$ cat config.mk
export PLATFORM = sky130hd
export DESIGN_NAME = positional_array_table_engine_flat
export DESIGN_NICKNAME = d
export VERILOG_FILES = /design/src/rtl/pate_pkg.sv /design/src/rtl/pate_if.sv /design/src/rtl/positional_array_table_engine.sv /design/src/flat_wrapper.sv
export SDC_FILE = /design/constraint.sdc
export NUM_CORES = 2
export LEC_CHECK = 0
export BUFFER_PORTS_ARGS = -buffer_cell sky130_fd_sc_hd__buf_2
export CAP_MARGIN = 10
export CORE_ASPECT_RATIO = 0.75
export CORE_MARGIN = 2
export CORE_UTILIZATION = 40
export CTS_BUF_LIST = sky130_fd_sc_hd__clkbuf_16
export CTS_CLUSTER_DIAMETER = 30
export DETAILED_ROUTE_END_ITERATION = 8
export PLACE_DENSITY = 0.59
export SLEW_MARGIN = 20
export SYNTH_ARGS = -nofsm -noshare
export SYNTH_HDL_FRONTEND = slang
export SYNTH_SLANG_ARGS = --single-unit
$ cat constraint.sdc
create_clock -name clk -period 14.9 [get_ports clk]
set_input_delay 2.98 -clock clk [delete_from_list [all_inputs] [get_ports clk]]
set_output_delay 2.98 -clock clk [all_outputs]
set_load 0.02 [all_outputs]
$ cat src/rtl/pate_pkg.sv
// Package for the positional array table engine.
// Holds the table depth, the derived widths and the operation and status codes.
// No dependencies.
`timescale 1ns / 1ps
package pate_pkg;

  localparam int DEPTH = 32;
  localparam int IDX_W = $clog2(DEPTH);
  localparam int CNT_W = $clog2(DEPTH + 1);
  localparam int CMP_W = ((CNT_W > 6) ? CNT_W : 6) + 1;

  typedef enum logic [2:0] {
    FN_INSERT = 3'd0,
    FN_DELETE = 3'd1,
    FN_SORT   = 3'd2,
    FN_SEARCH = 3'd3,
    FN_READ   = 3'd4
  } func_t;

  typedef enum logic [2:0] {
    ST_OK       = 3'd0,
    ST_BADPOS   = 3'd1,
    ST_FULL     = 3'd2,
    ST_NOTFOUND = 3'd3,
    ST_EMPTY    = 3'd4
  } status_t;

endpackage

$ cat src/rtl/pate_if.sv
// Request and result channel interfaces of the table engine.
// Valid/ready handshake; depends on nothing.
`timescale 1ns / 1ps
interface pate_in_if;
  logic               valid;
  logic               ready;
  logic [2:0]         func;
  logic [5:0]         position;
  logic signed [31:0] value;
  logic               descending;
  modport source (output valid, func, position, value, descending, input ready);
  modport sink (input valid, func, position, value, descending, output ready);
endinterface

interface pate_out_if;
  logic               valid;
  logic               ready;
  logic [2:0]         status;
  logic [4:0]         index;
  logic signed [31:0] data;
  logic               last;
  modport source (output valid, status, index, data, last, input ready);
  modport sink (input valid, status, index, data, last, output ready);
endinterface

$ cat src/rtl/positional_array_table_engine.sv
// Positional array table engine: table memory, count and request sequencer.
// Depends on pate_pkg and pate_if. One request at a time; in_ch.ready only when idle.
// Errors answer without a table walk; the other requests walk the table where needed,
// and every result waits while out_ch stalls.
// All walks are set by the single read port of the table memory.
// Reset clears count and control; table contents are undefined until written.
`timescale 1ns / 1ps
module positional_array_table_engine
  import pate_pkg::*;
(
  input  logic  clk,
  input  logic  rst_n,
  pate_in_if.sink    in_ch,
  pate_out_if.source out_ch
);

  typedef enum logic [4:0] {
    S_IDLE, S_ERR,
    S_INS_RD, S_INS_WR, S_INS_PUT,
    S_DEL_RD0, S_DEL_GONE, S_DEL_RD, S_DEL_WR, S_DEL_FIN,
    S_SRT_RDI, S_SRT_GETI, S_SRT_RDJ, S_SRT_CMP, S_SRT_WRI, S_SRT_DONE,
    S_SCH_RD, S_SCH_CHK, S_SCH_END,
    S_RDA_RD, S_RDA_OUT
  } state_t;

  state_t             state_r;
  status_t            err_r;
  logic [CNT_W-1:0]   count_r, k_r, j_r, p_r;
  logic signed [31:0] val_r, ai_r, hold_r, pend_dat_r;
  logic [CNT_W-1:0]   pend_idx_r;
  logic               pend_v_r, desc_r;

  logic               out_valid_r, out_last_r;
  status_t            out_status_r;
  logic [4:0]         out_index_r;
  logic signed [31:0] out_data_r;

  logic signed [31:0] mem [DEPTH];
  logic signed [31:0] rdata_r;
  logic               re, we;
  logic [IDX_W-1:0]   raddr, waddr;
  logic signed [31:0] wdata;

  logic               slot_free, sw, emit;
  logic [CMP_W-1:0]   pos_x, cnt_x;

  assign slot_free = !out_valid_r || out_ch.ready;
  assign pos_x     = CMP_W'(in_ch.position);
  assign cnt_x     = CMP_W'(count_r);
  assign sw        = desc_r ? (ai_r < rdata_r) : (rdata_r < ai_r);

  assign in_ch.ready   = (state_r == S_IDLE);
  assign out_ch.valid  = out_valid_r;
  assign out_ch.status = out_status_r;
  assign out_ch.index  = out_index_r;
  assign out_ch.data   = out_data_r;
  assign out_ch.last   = out_last_r;

  always_comb begin
    case (state_r)
      S_ERR, S_INS_PUT, S_DEL_FIN, S_SRT_DONE, S_SCH_END, S_RDA_OUT: emit = slot_free;
      S_SCH_CHK: emit = slot_free && pend_v_r && (rdata_r == val_r);
      default:   emit = 1'b0;
    endcase
  end

  always_comb begin
    re    = 1'b0;
    we    = 1'b0;
    raddr = k_r[IDX_W-1:0];
    waddr = k_r[IDX_W-1:0];
    wdata = rdata_r;
    case (state_r)
      S_INS_RD:  begin re = 1'b1; raddr = IDX_W'(k_r - 1'b1); end
      S_INS_WR:  we = 1'b1;
      S_INS_PUT: begin
        we    = slot_free;
        waddr = p_r[IDX_W-1:0];
        wdata = val_r;
      end
      S_DEL_RD0: begin re = 1'b1; raddr = p_r[IDX_W-1:0]; end
      S_DEL_RD:  begin re = 1'b1; raddr = IDX_W'(k_r + 1'b1); end
      S_DEL_WR:  we = 1'b1;
      S_SRT_RDI, S_SCH_RD, S_RDA_RD: re = 1'b1;
      S_SRT_RDJ: begin re = 1'b1; raddr = j_r[IDX_W-1:0]; end
      S_SRT_CMP: begin we = sw; waddr = j_r[IDX_W-1:0]; wdata = ai_r; end
      S_SRT_WRI: begin we = 1'b1; wdata = ai_r; end
      default: ;
    endcase
  end

  always_ff @(posedge clk) begin
    if (we) mem[waddr] <= wdata;
    if (re) rdata_r <= mem[raddr];
  end

  always_ff @(posedge clk) begin
    if (!rst_n) begin
      state_r     <= S_IDLE;
      count_r     <= '0;
      out_valid_r <= 1'b0;
      pend_v_r    <= 1'b0;
    end else begin
      if (out_ch.ready && !emit) out_valid_r <= 1'b0;
      case (state_r)
        S_IDLE: if (in_ch.valid) begin
          val_r  <= in_ch.value;
          desc_r <= in_ch.descending;
          p_r    <= CNT_W'(in_ch.position - 1'b1);
          case (in_ch.func)
            FN_INSERT: begin
              k_r <= count_r;
              if (count_r == CNT_W'(DEPTH)) begin
                err_r <= ST_FULL; state_r <= S_ERR;
              end else if (pos_x == '0 || pos_x > cnt_x + 1'b1) begin
                err_r <= ST_BADPOS; state_r <= S_ERR;
              end else if (cnt_x >= pos_x) state_r <= S_INS_RD;
              else state_r <= S_INS_PUT;
            end
            FN_DELETE: begin
              k_r <= CNT_W'(in_ch.position - 1'b1);
              if (count_r == '0) begin
                err_r <= ST_EMPTY; state_r <= S_ERR;
              end else if (pos_x == '0 || pos_x > cnt_x) begin
                err_r <= ST_BADPOS; state_r <= S_ERR;
              end else state_r <= S_DEL_RD0;
            end
            FN_SORT, FN_SEARCH, FN_READ: begin
              k_r <= '0;
              pend_v_r <= 1'b0;
              if (count_r == '0) begin
                err_r <= ST_EMPTY; state_r <= S_ERR;
              end else if (in_ch.func == FN_SORT) state_r <= S_SRT_RDI;
              else if (in_ch.func == FN_SEARCH) state_r <= S_SCH_RD;
              else state_r <= S_RDA_RD;
            end
            default: ;
          endcase
        end
        S_ERR: if (slot_free) begin
          out_valid_r <= 1'b1; out_status_r <= err_r;
          out_index_r <= '0; out_data_r <= '0; out_last_r <= 1'b1;
          state_r <= S_IDLE;
        end
        S_INS_RD: state_r <= S_INS_WR;
        S_INS_WR: begin
          k_r <= k_r - 1'b1;
          state_r <= (k_r - 1'b1 > p_r) ? S_INS_RD : S_INS_PUT;
        end
        S_INS_PUT: if (slot_free) begin
          count_r <= count_r + 1'b1;
          out_valid_r <= 1'b1; out_status_r <= ST_OK;
          out_index_r <= 5'(p_r); out_data_r <= val_r; out_last_r <= 1'b1;
          state_r <= S_IDLE;
        end
        S_DEL_RD0: state_r <= S_DEL_GONE;
        S_DEL_GONE: begin
          hold_r <= rdata_r;
          state_r <= (k_r + 1'b1 < count_r) ? S_DEL_RD : S_DEL_FIN;
        end
        S_DEL_RD: state_r <= S_DEL_WR;
        S_DEL_WR: begin
          k_r <= k_r + 1'b1;
          state_r <= (CMP_W'(k_r) + 2'd2 < cnt_x) ? S_DEL_RD : S_DEL_FIN;
        end
        S_DEL_FIN: if (slot_free) begin
          count_r <= count_r - 1'b1;
          out_valid_r <= 1'b1; out_status_r <= ST_OK;
          out_index_r <= 5'(p_r); out_data_r <= hold_r; out_last_r <= 1'b1;
          state_r <= S_IDLE;
        end
        S_SRT_RDI: state_r <= S_SRT_GETI;
        S_SRT_GETI: begin
          ai_r <= rdata_r;
          j_r  <= k_r + 1'b1;
          state_r <= (k_r + 1'b1 < count_r) ? S_SRT_RDJ : S_SRT_WRI;
        end
        S_SRT_RDJ: state_r <= S_SRT_CMP;
        S_SRT_CMP: begin
          if (sw) ai_r <= rdata_r;
          j_r <= j_r + 1'b1;
          state_r <= (j_r + 1'b1 < count_r) ? S_SRT_RDJ : S_SRT_WRI;
        end
        S_SRT_WRI: begin
          k_r <= k_r + 1'b1;
          state_r <= (k_r + 1'b1 < count_r) ? S_SRT_RDI : S_SRT_DONE;
        end
        S_SRT_DONE: if (slot_free) begin
          out_valid_r <= 1'b1; out_status_r <= ST_OK;
          out_index_r <= '0; out_data_r <= '0; out_last_r <= 1'b1;
          state_r <= S_IDLE;
        end
        S_SCH_RD: state_r <= S_SCH_CHK;
        S_SCH_CHK: if (rdata_r != val_r || !pend_v_r || slot_free) begin
          if (rdata_r == val_r) begin
            if (pend_v_r) begin
              out_valid_r <= 1'b1; out_status_r <= ST_OK;
              out_index_r <= 5'(pend_idx_r); out_data_r <= pend_dat_r;
              out_last_r <= 1'b0;
            end
            pend_v_r   <= 1'b1;
            pend_idx_r <= k_r;
            pend_dat_r <= rdata_r;
          end
          k_r <= k_r + 1'b1;
          state_r <= (k_r + 1'b1 < count_r) ? S_SCH_RD : S_SCH_END;
        end
        S_SCH_END: if (slot_free) begin
          out_valid_r <= 1'b1; out_last_r <= 1'b1;
          if (pend_v_r) begin
            out_status_r <= ST_OK;
            out_index_r <= 5'(pend_idx_r); out_data_r <= pend_dat_r;
          end else begin
            out_status_r <= ST_NOTFOUND;
            out_index_r <= '0; out_data_r <= '0;
          end
          state_r <= S_IDLE;
        end
        S_RDA_RD: state_r <= S_RDA_OUT;
        S_RDA_OUT: if (slot_free) begin
          out_valid_r <= 1'b1; out_status_r <= ST_OK;
          out_index_r <= 5'(k_r); out_data_r <= rdata_r;
          out_last_r <= (k_r + 1'b1 == count_r);
          k_r <= k_r + 1'b1;
          state_r <= (k_r + 1'b1 == count_r) ? S_IDLE : S_RDA_RD;
        end
        default: state_r <= S_IDLE;
      endcase
    end
  end

endmodule

$ cat src/flat_wrapper.sv
// flat-port wrapper written by rule: the top's interface ports become plain ports
module positional_array_table_engine_flat import pate_pkg::*;
  (clk, rst_n, in_ch_valid, in_ch_func, in_ch_position, in_ch_value, in_ch_descending, in_ch_ready, out_ch_valid, out_ch_status, out_ch_index, out_ch_data, out_ch_last, out_ch_ready);
  pate_in_if in_ch_i ();
  pate_out_if out_ch_i ();
  input  logic clk;
  input  logic rst_n;
  input wire logic [$bits(in_ch_i.valid)-1:0] in_ch_valid;
  input wire logic [$bits(in_ch_i.func)-1:0] in_ch_func;
  input wire logic [$bits(in_ch_i.position)-1:0] in_ch_position;
  input wire logic [$bits(in_ch_i.value)-1:0] in_ch_value;
  input wire logic [$bits(in_ch_i.descending)-1:0] in_ch_descending;
  output wire logic [$bits(in_ch_i.ready)-1:0] in_ch_ready;
  output wire logic [$bits(out_ch_i.valid)-1:0] out_ch_valid;
  output wire logic [$bits(out_ch_i.status)-1:0] out_ch_status;
  output wire logic [$bits(out_ch_i.index)-1:0] out_ch_index;
  output wire logic [$bits(out_ch_i.data)-1:0] out_ch_data;
  output wire logic [$bits(out_ch_i.last)-1:0] out_ch_last;
  input wire logic [$bits(out_ch_i.ready)-1:0] out_ch_ready;
  assign in_ch_i.valid = in_ch_valid;
  assign in_ch_i.func = in_ch_func;
  assign in_ch_i.position = in_ch_position;
  assign in_ch_i.value = in_ch_value;
  assign in_ch_i.descending = in_ch_descending;
  assign in_ch_ready = in_ch_i.ready;
  assign out_ch_valid = out_ch_i.valid;
  assign out_ch_status = out_ch_i.status;
  assign out_ch_index = out_ch_i.index;
  assign out_ch_data = out_ch_i.data;
  assign out_ch_last = out_ch_i.last;
  assign out_ch_i.ready = out_ch_ready;
  positional_array_table_engine u_core (.clk(clk), .rst_n(rst_n), .in_ch(in_ch_i), .out_ch(out_ch_i));
endmodule
Yosys cells after proc, flatten, opt, wreduce, memory -nomap -nowiden
Memories as Yosys holds them, arrays and structs flattened. A register that Yosys moved wholly into a read port is not among the register bits. Cells that the tools add are included.

Flip-flop bits (word level): 209. Bits in writable memories: 1024. Bits of input ports: 46. Output and inout port bits: 43. Memories: 1.

Add/sub/neg operators: 8. Order comparisons: 9. Equality and inequality tests: 47. Muxes and demuxes: 91. Reductions and logical operators: 48.

Memory list: u_core.mem (depth 32, width 32, rd ports 1, clocked after Yosys merged registers in 1, wr ports 1, line positional_array_table_engine.sv:38) `logic signed [31:0] mem [DEPTH];`.

Operators by type and width (count): 32-bit 2-to-1 mux (10); 32-bit case mux with 6 select lines (1); 32-bit case mux with 2 select lines (2); 5-bit 2-to-1 mux (17); 5-bit case mux with 17 select lines (1); 32-bit < comparator (2); 3-bit 2-to-1 mux (15); 5-bit by 4-bit == test with 1-bit output, second input constant (8); 32-bit == test (1); 32-bit inequality test (1); 6-bit 2-to-1 mux (5); 2-bit by 1-bit inequality test with 1-bit output, second input constant (15); 6-bit case mux with 5 select lines (1); 5-bit == test, second input constant (5); 5-bit case mux with 5 select lines (1); 6-bit case mux with 2 select lines (2); 5-bit by 3-bit == test with 1-bit output, second input constant (4); 5-bit case mux with 4 select lines (1); 6-bit by 1-bit adder with 6-bit output, second input constant (3); 1-bit 2-to-1 mux (18); 6-bit case mux with 3 select lines (1); 6-bit by 1-bit subtractor with 6-bit output, second input constant (3); 5-bit case mux with 3 select lines (1); 7-bit AND reduction (2); 50 further kinds (83).

Logic depth before layout (Yosys ltp)
Depth after elaboration: 12. Mapped depth: 15. Mapped depth without buffers: 14.

Worst setup path after synthesis
No wires, ideal clock.

Path type: input port to flip-flop. Start point: in out_ch_ready. End point: mem u_core.mem[14][0] (enable). Setup time: 0.513 ns. Arrival time: 7.235 ns. Setup slack: 7.152 ns. Stages: 8. Buffers on the path: 1. Path through: nor2b_1 -> nor2_1 -> a21oi_1 -> o31a_1 -> nor2_1 -> a41oi_1 -> clkbuf_1 -> nor4b_1.

Word-level cells in the longest chain between the ends: 4.

Ends and longest elaborated chain: start, declared (line flat_wrapper.sv:19) `input wire logic [$bits(out_ch_i.ready)-1:0] out_ch_ready;`; 1-bit logical OR (line positional_array_table_engine.sv:47) `assign slot_free = !out_valid_r || out_ch.ready;`; 1-bit case mux with 3 select lines (line positional_array_table_engine.sv:73) `case (state_r)`; 1-bit 2-to-1 mux (line positional_array_table_engine.sv:93) `if (we) mem[waddr] <= wdata;`; 1-bit 2-to-1 mux (implied by the code) (line positional_array_table_engine.sv:93); end, declared (line positional_array_table_engine.sv:38).

No other way between the ends.

Worst setup path after layout
Start point: reg u_core.k_r[0]. End point: reg u_core.rdata_r[29] (read register of u_core.mem) (data pin).

Word-level cells in the longest chain between the ends: 2. Elaborated cells on any way between the ends: 3. Those cells by class: add/sub: 2; mux: 1.

Ends and longest elaborated chain: start, declared (line positional_array_table_engine.sv:28) `logic [CNT_W-1:0] count_r, k_r, j_r, p_r;`; start signal, assigned (line positional_array_table_engine.sv:112) `k_r <= count_r;`; start signal, assigned (line positional_array_table_engine.sv:121) `k_r <= CNT_W'(in_ch.position - 1'b1);`; start signal, assigned (line positional_array_table_engine.sv:147) `k_r <= k_r - 1'b1;`; 6-bit by 1-bit adder with 6-bit output / 6-bit by 1-bit subtractor with 6-bit output (equally long branches) (line positional_array_table_engine.sv:82, positional_array_table_engine.sv:74); 5-bit case mux with 4 select lines * (line positional_array_table_engine.sv:73); end, declared (line positional_array_table_engine.sv:39) `logic signed [31:0] rdata_r;`.

Mark *: on every way between the ends. The rest lies on a longest branch, timed or not. A chain may end at the register's enable or synchronous reset.

==> flow_metrics.py <==
metrics = {
    "power_and_ir_drop": {
        "sw_frac_of_total_pct": 26.2,
        "power_frac_seq_pct": 44.1,
        "switchingPower_mw": 2.45,
        "peakVddDrop_uv": 98.4,
        "power_density_nw_per_um2": 152,
        "power_frac_clock_pct": 45.8,
        "combPwrFrac_pct": 10.1,
        "p_int_mw": 6.91,
        "p_leak_nw": 20.7,
    },
    "critical_path": {
        "worstSetupPathType": "reg -> reg",
        "cp_top_family": "compound AO/OA/AOI/OAI gates",
        "cp_cell_sequence": "inv_1 > ha_1 > or3_1 > a2111oi_4 > a221o_4 > buf_4 > buf_4 > a211oi_1 > a31oi_1 > o22ai_1 > nor4_2",
        "startpoint_type": "flip-flop",
        "cp.arrival_ns": 6.47,
        "cp.depth": 11,
        "cp-startpoint": "u_core.k_r[0]",
        "crit_buf_inv": 3,
        "worstRegToRegCells": 11,
        "critical-path-max-stage-delay_ns": 0.76,
        "r2r-start": "u_core.k_r[0]",
        "crit_path_end_kind": "flip-flop",
        "worstPathMaxFanout": 65,
        "critical_path_required_ns": 15.43,
        "timing.critical_path.to": "u_core.rdata_r[29]",
        "r2r-end": "u_core.rdata_r[29]",
        "path_common_cell": "buf_4",
        "ff2ff_setup_slack_ns": 8.96,
        "cpMaxStageDelayCell": "buf_4",
    },
    "job": {
        "maxCapViolations": 0,
    },
    "floorplan": {
        "coreArea_sq_um": 131000,
        "die_area_sq_um": 135000,
        "initial_core_util_pct": 40.3,
        "die_y_um": 319,
        "fp-row-count": 115,
        "die_w_um": 424,
        "ios": 89,
    },
    "place": {
        "hpwl_um": 94000,
        "place_congestion": 0.886,
        "port_buffers": 88,
        "dp.cells": 5522,
        "place_area_sq_um": 55600,
        "place_ws_ns": 9.12,
    },
    "detailed_routing": {
        "drt-pass1-iter-count": 9,
        "ant_nets": 0,
        "wire_per_inst_um": 26.9,
        "drcViolationCount": 1,
        "vias_per_cell": 5.86,
        "routed_wl_um": 157000,
        "dr_total_vias": 34300,
        "drt_iter0_drc": 5010,
    },
    "clock_tree": {
        "cts_hold_buffers": 0,
        "ctsHtreeMaxLevel": 4,
        "cts_post_setup_buffers_inserted": 0,
        "clock_latency_ns": 0.79,
        "cts_resized": 0,
        "cts_buffer_depth": 3,
        "clkTransAtPathRegs_ns": 0.06,
        "cts_root_buf": "clkbuf_16",
        "numCtsBuffers": 177,
        "cts.sinks": 1265,
        "cts_tree": "yes",
    },
    "sta": {
        "setup_viol": 0,
        "slew_headroom_pct": 22.5,
        "hold_viol_final": 0,
        "fin_crit_sh_pct": 39.9,
        "slew_viol_final": 0,
        "hold_ws_ns": 0.571,
        "setup_slack_ns": 8.96,
        "finClkSkew_ns": 0.0436,
        "worst_pin_slew_ns": 1.16,
        "finalCriticalPeriod_ns": 5.94,
        "finalSetupTns_ns": 0,
        "rsz0062_at_grt": "false",
        "max_freq_mhz": 168,
    },
    "min_path": {
        "hp-class": "reg -> reg",
        "min-delay-start": "u_core.pend_idx_r[3]",
    },
    "logic_synthesis": {
        "yosys_register_bits": 1265,
        "synthArstFlopShare_pct": 0,
        "ys_seq_area_share_pct": 71.6,
        "synth_edf_count": 1252,
        "synth_nets": 3947,
        "synth.avg_cell_area_sq_um": 13.8,
        "syn_inst": 3820,
        "synthFlopType": "edfxtp_1",
        "synth_area_sq_um": 52900,
        "synth-warning-count": 0,
        "synthDistinctLibCells": 77,
    },
    "outcome": {
        "status": "finished, violations left",
        "failed_checks": "design-rule violations",
    },
    "finish": {
        "stdcell_area_sq_um": 61800,
        "syn_to_final_growth_pct": 16.8,
        "finalNetCount": 4076,
        "layout-drive-gt1-share_pct": 15.4,
        "stdcell_count": 5858,
    },
    "global_routing": {
        "antenna_found_initial": 3,
        "track_usage_pct": 23.0,
        "grt_pass1_wl_um": 227000,
        "grt_overflow": 0,
        "grt_max_degree": 153,
        "grt_pass1_vias": 32000,
    },
}
==> synth_stat cells, types with 36 or more instances <==
master,count,share of area [%]
a211oi_1,133,1.9
a21oi_1,80,0.76
a221o_1,40,0.76
a222oi_1,37,0.70
a31oi_1,197,2.3
a32oi_1,64,1.1
and2_1,137,1.6
buf_2,64,0.61
clkbuf_1,151,1.1
edfxtp_1,1252,71
ha_1,80,1.9
inv_1,74,0.53
mux2i_1,64,1.2
nand2_1,701,5.0
nand3_1,150,1.4
nor2_1,93,0.66
nor3_1,75,0.71
o21ai_0,36,0.34
o22ai_1,68,0.80
xor2_1,40,0.66
==> final cells by class <==
cell class | instances | area (sq um)
Fill cell | 11400 | 69500
Sequential cell | 1265 | 37900
Multi-Input combinational cell | 2237 | 14000
Clock buffer | 183 | 4580
Tap cell | 1755 | 2200
Clock inverter | 148 | 1550
Timing Repair Buffer | 192 | 1300
Inverter | 76 | 285
Antenna cell | 2 | 5.00
==> kinds of logic (layout without fill, tap and decap cells) <==
kind of cell               Yosys count  count (layout)  share of synthesized area, %
other                                0               2                             0
and+or+nand+nor                   1287            1287                          11.4
AOI/OAI and AO/OA                  739             739                          10.1
DFF                               1265            1265                          71.6
muxes                               69              69                          1.36
adders and majority gates           81              81                          1.93
buffers and inverters              318             599                          2.61
xor gates and xnor gates            61              61                          1.01
==> flip-flops by register name (all words and copies together) (netlist names) <==
signal,flops
u_core.pend_v_r,1
u_core.mem,1024
u_core.out_ch.index,5
u_core.out_ch.status,3
u_core.out_ch.valid,1
u_core.ai_r,32
u_core.err_r,3
u_core.k_r,6
u_core.rdata_r,32
u_core.state_r,5
u_core.p_r,6
u_core.j_r,6
u_core.out_ch.last,1
u_core.out_ch.data,32
u_core.pend_idx_r,5
u_core.hold_r,32
u_core.count_r,6
u_core.val_r,32
u_core.desc_r,1
u_core.pend_dat_r,32
==> power by group through the flow <==
stage	sequential, mW	clock [mW]	combinational [mW]
floorplan	4.18	0	0.551
global placement	4.20	0	0.922
detailed placement	4.20	0	0.930
CTS	4.12	4.34	0.934
global route	4.13	4.49	1.01
finish	4.12	4.29	0.945
==> worst min path at each step <==
stage | to | slack [ns] | depth (start not counted)
finish | u_core.out_ch.index[3] | 0.57 | 2
global route | u_core.out_ch.index[4] | 0.60 | 2
CTS | u_core.out_ch.index[3] | 0.57 | 2
detailed placement | u_core.out_ch.status[2] | 0.54 | 2
global placement | u_core.out_ch.status[2] | 0.53 | 2
floorplan | u_core.pend_idx_r[4] | 0.47 | 0
==> cell usage in the layout (no fill, tap or decap), types with 21 or more instances in the layout <==
| master | instances |
|---|---|
| and2_1 | 136 |
| inv_1 | 86 |
| a211oi_1 | 133 |
| xor2_1 | 40 |
| a221o_2 | 21 |
| a21oi_1 | 79 |
| mux2i_1 | 64 |
| nor4_2 | 36 |
| a222oi_1 | 37 |
| a31oi_1 | 197 |
| clkbuf_16 | 183 |
| nor3_2 | 23 |
| xnor2_1 | 21 |
| buf_4 | 99 |
| o21ai_0 | 36 |
| o22ai_1 | 68 |
| a32oi_1 | 64 |
| buf_2 | 88 |
| inv_6 | 26 |
| clkinv_2 | 24 |
| nand3_1 | 148 |
| nor3_1 | 52 |
| ha_1 | 80 |
| clkinvlp_4 | 26 |
| edfxtp_1 | 1252 |
| nand2_1 | 697 |
| nor2_1 | 87 |
==> per-stage QoR <==
step	power [mW]	utilization (%)
after floorplan	4.73	-
after global placement	5.12	42.3
after detailed placement	5.13	42.3
after CTS	9.40	47.0
after global routing	9.62	47.1
final	9.36	47.1
==> worst register-to-register path, cell delays in order, from the launching register on <==
cell and delay [ns]:
edfxtp_1 0.69, inv_1 0.25, ha_1 0.48, or3_1 0.39, a2111oi_4 0.47, a221o_4 0.61
buf_4 0.78, buf_4 0.69, a211oi_1 0.23, a31oi_1 0.31, o22ai_1 0.30, nor4_2 0.49
==> metal layers <==
layer | GRT usage, % | up-vias | part of all wire, %
li1 | - | 15000 | -
met1 | 35.4 | 17300 | 45
met2 | 32.0 | 1777 | 42
met3 | 5.26 | 203 | 10
met4 | 7.14 | 0 | 2.5
met5 | 0 | - | 0
(Power assumes the default switching activity.)
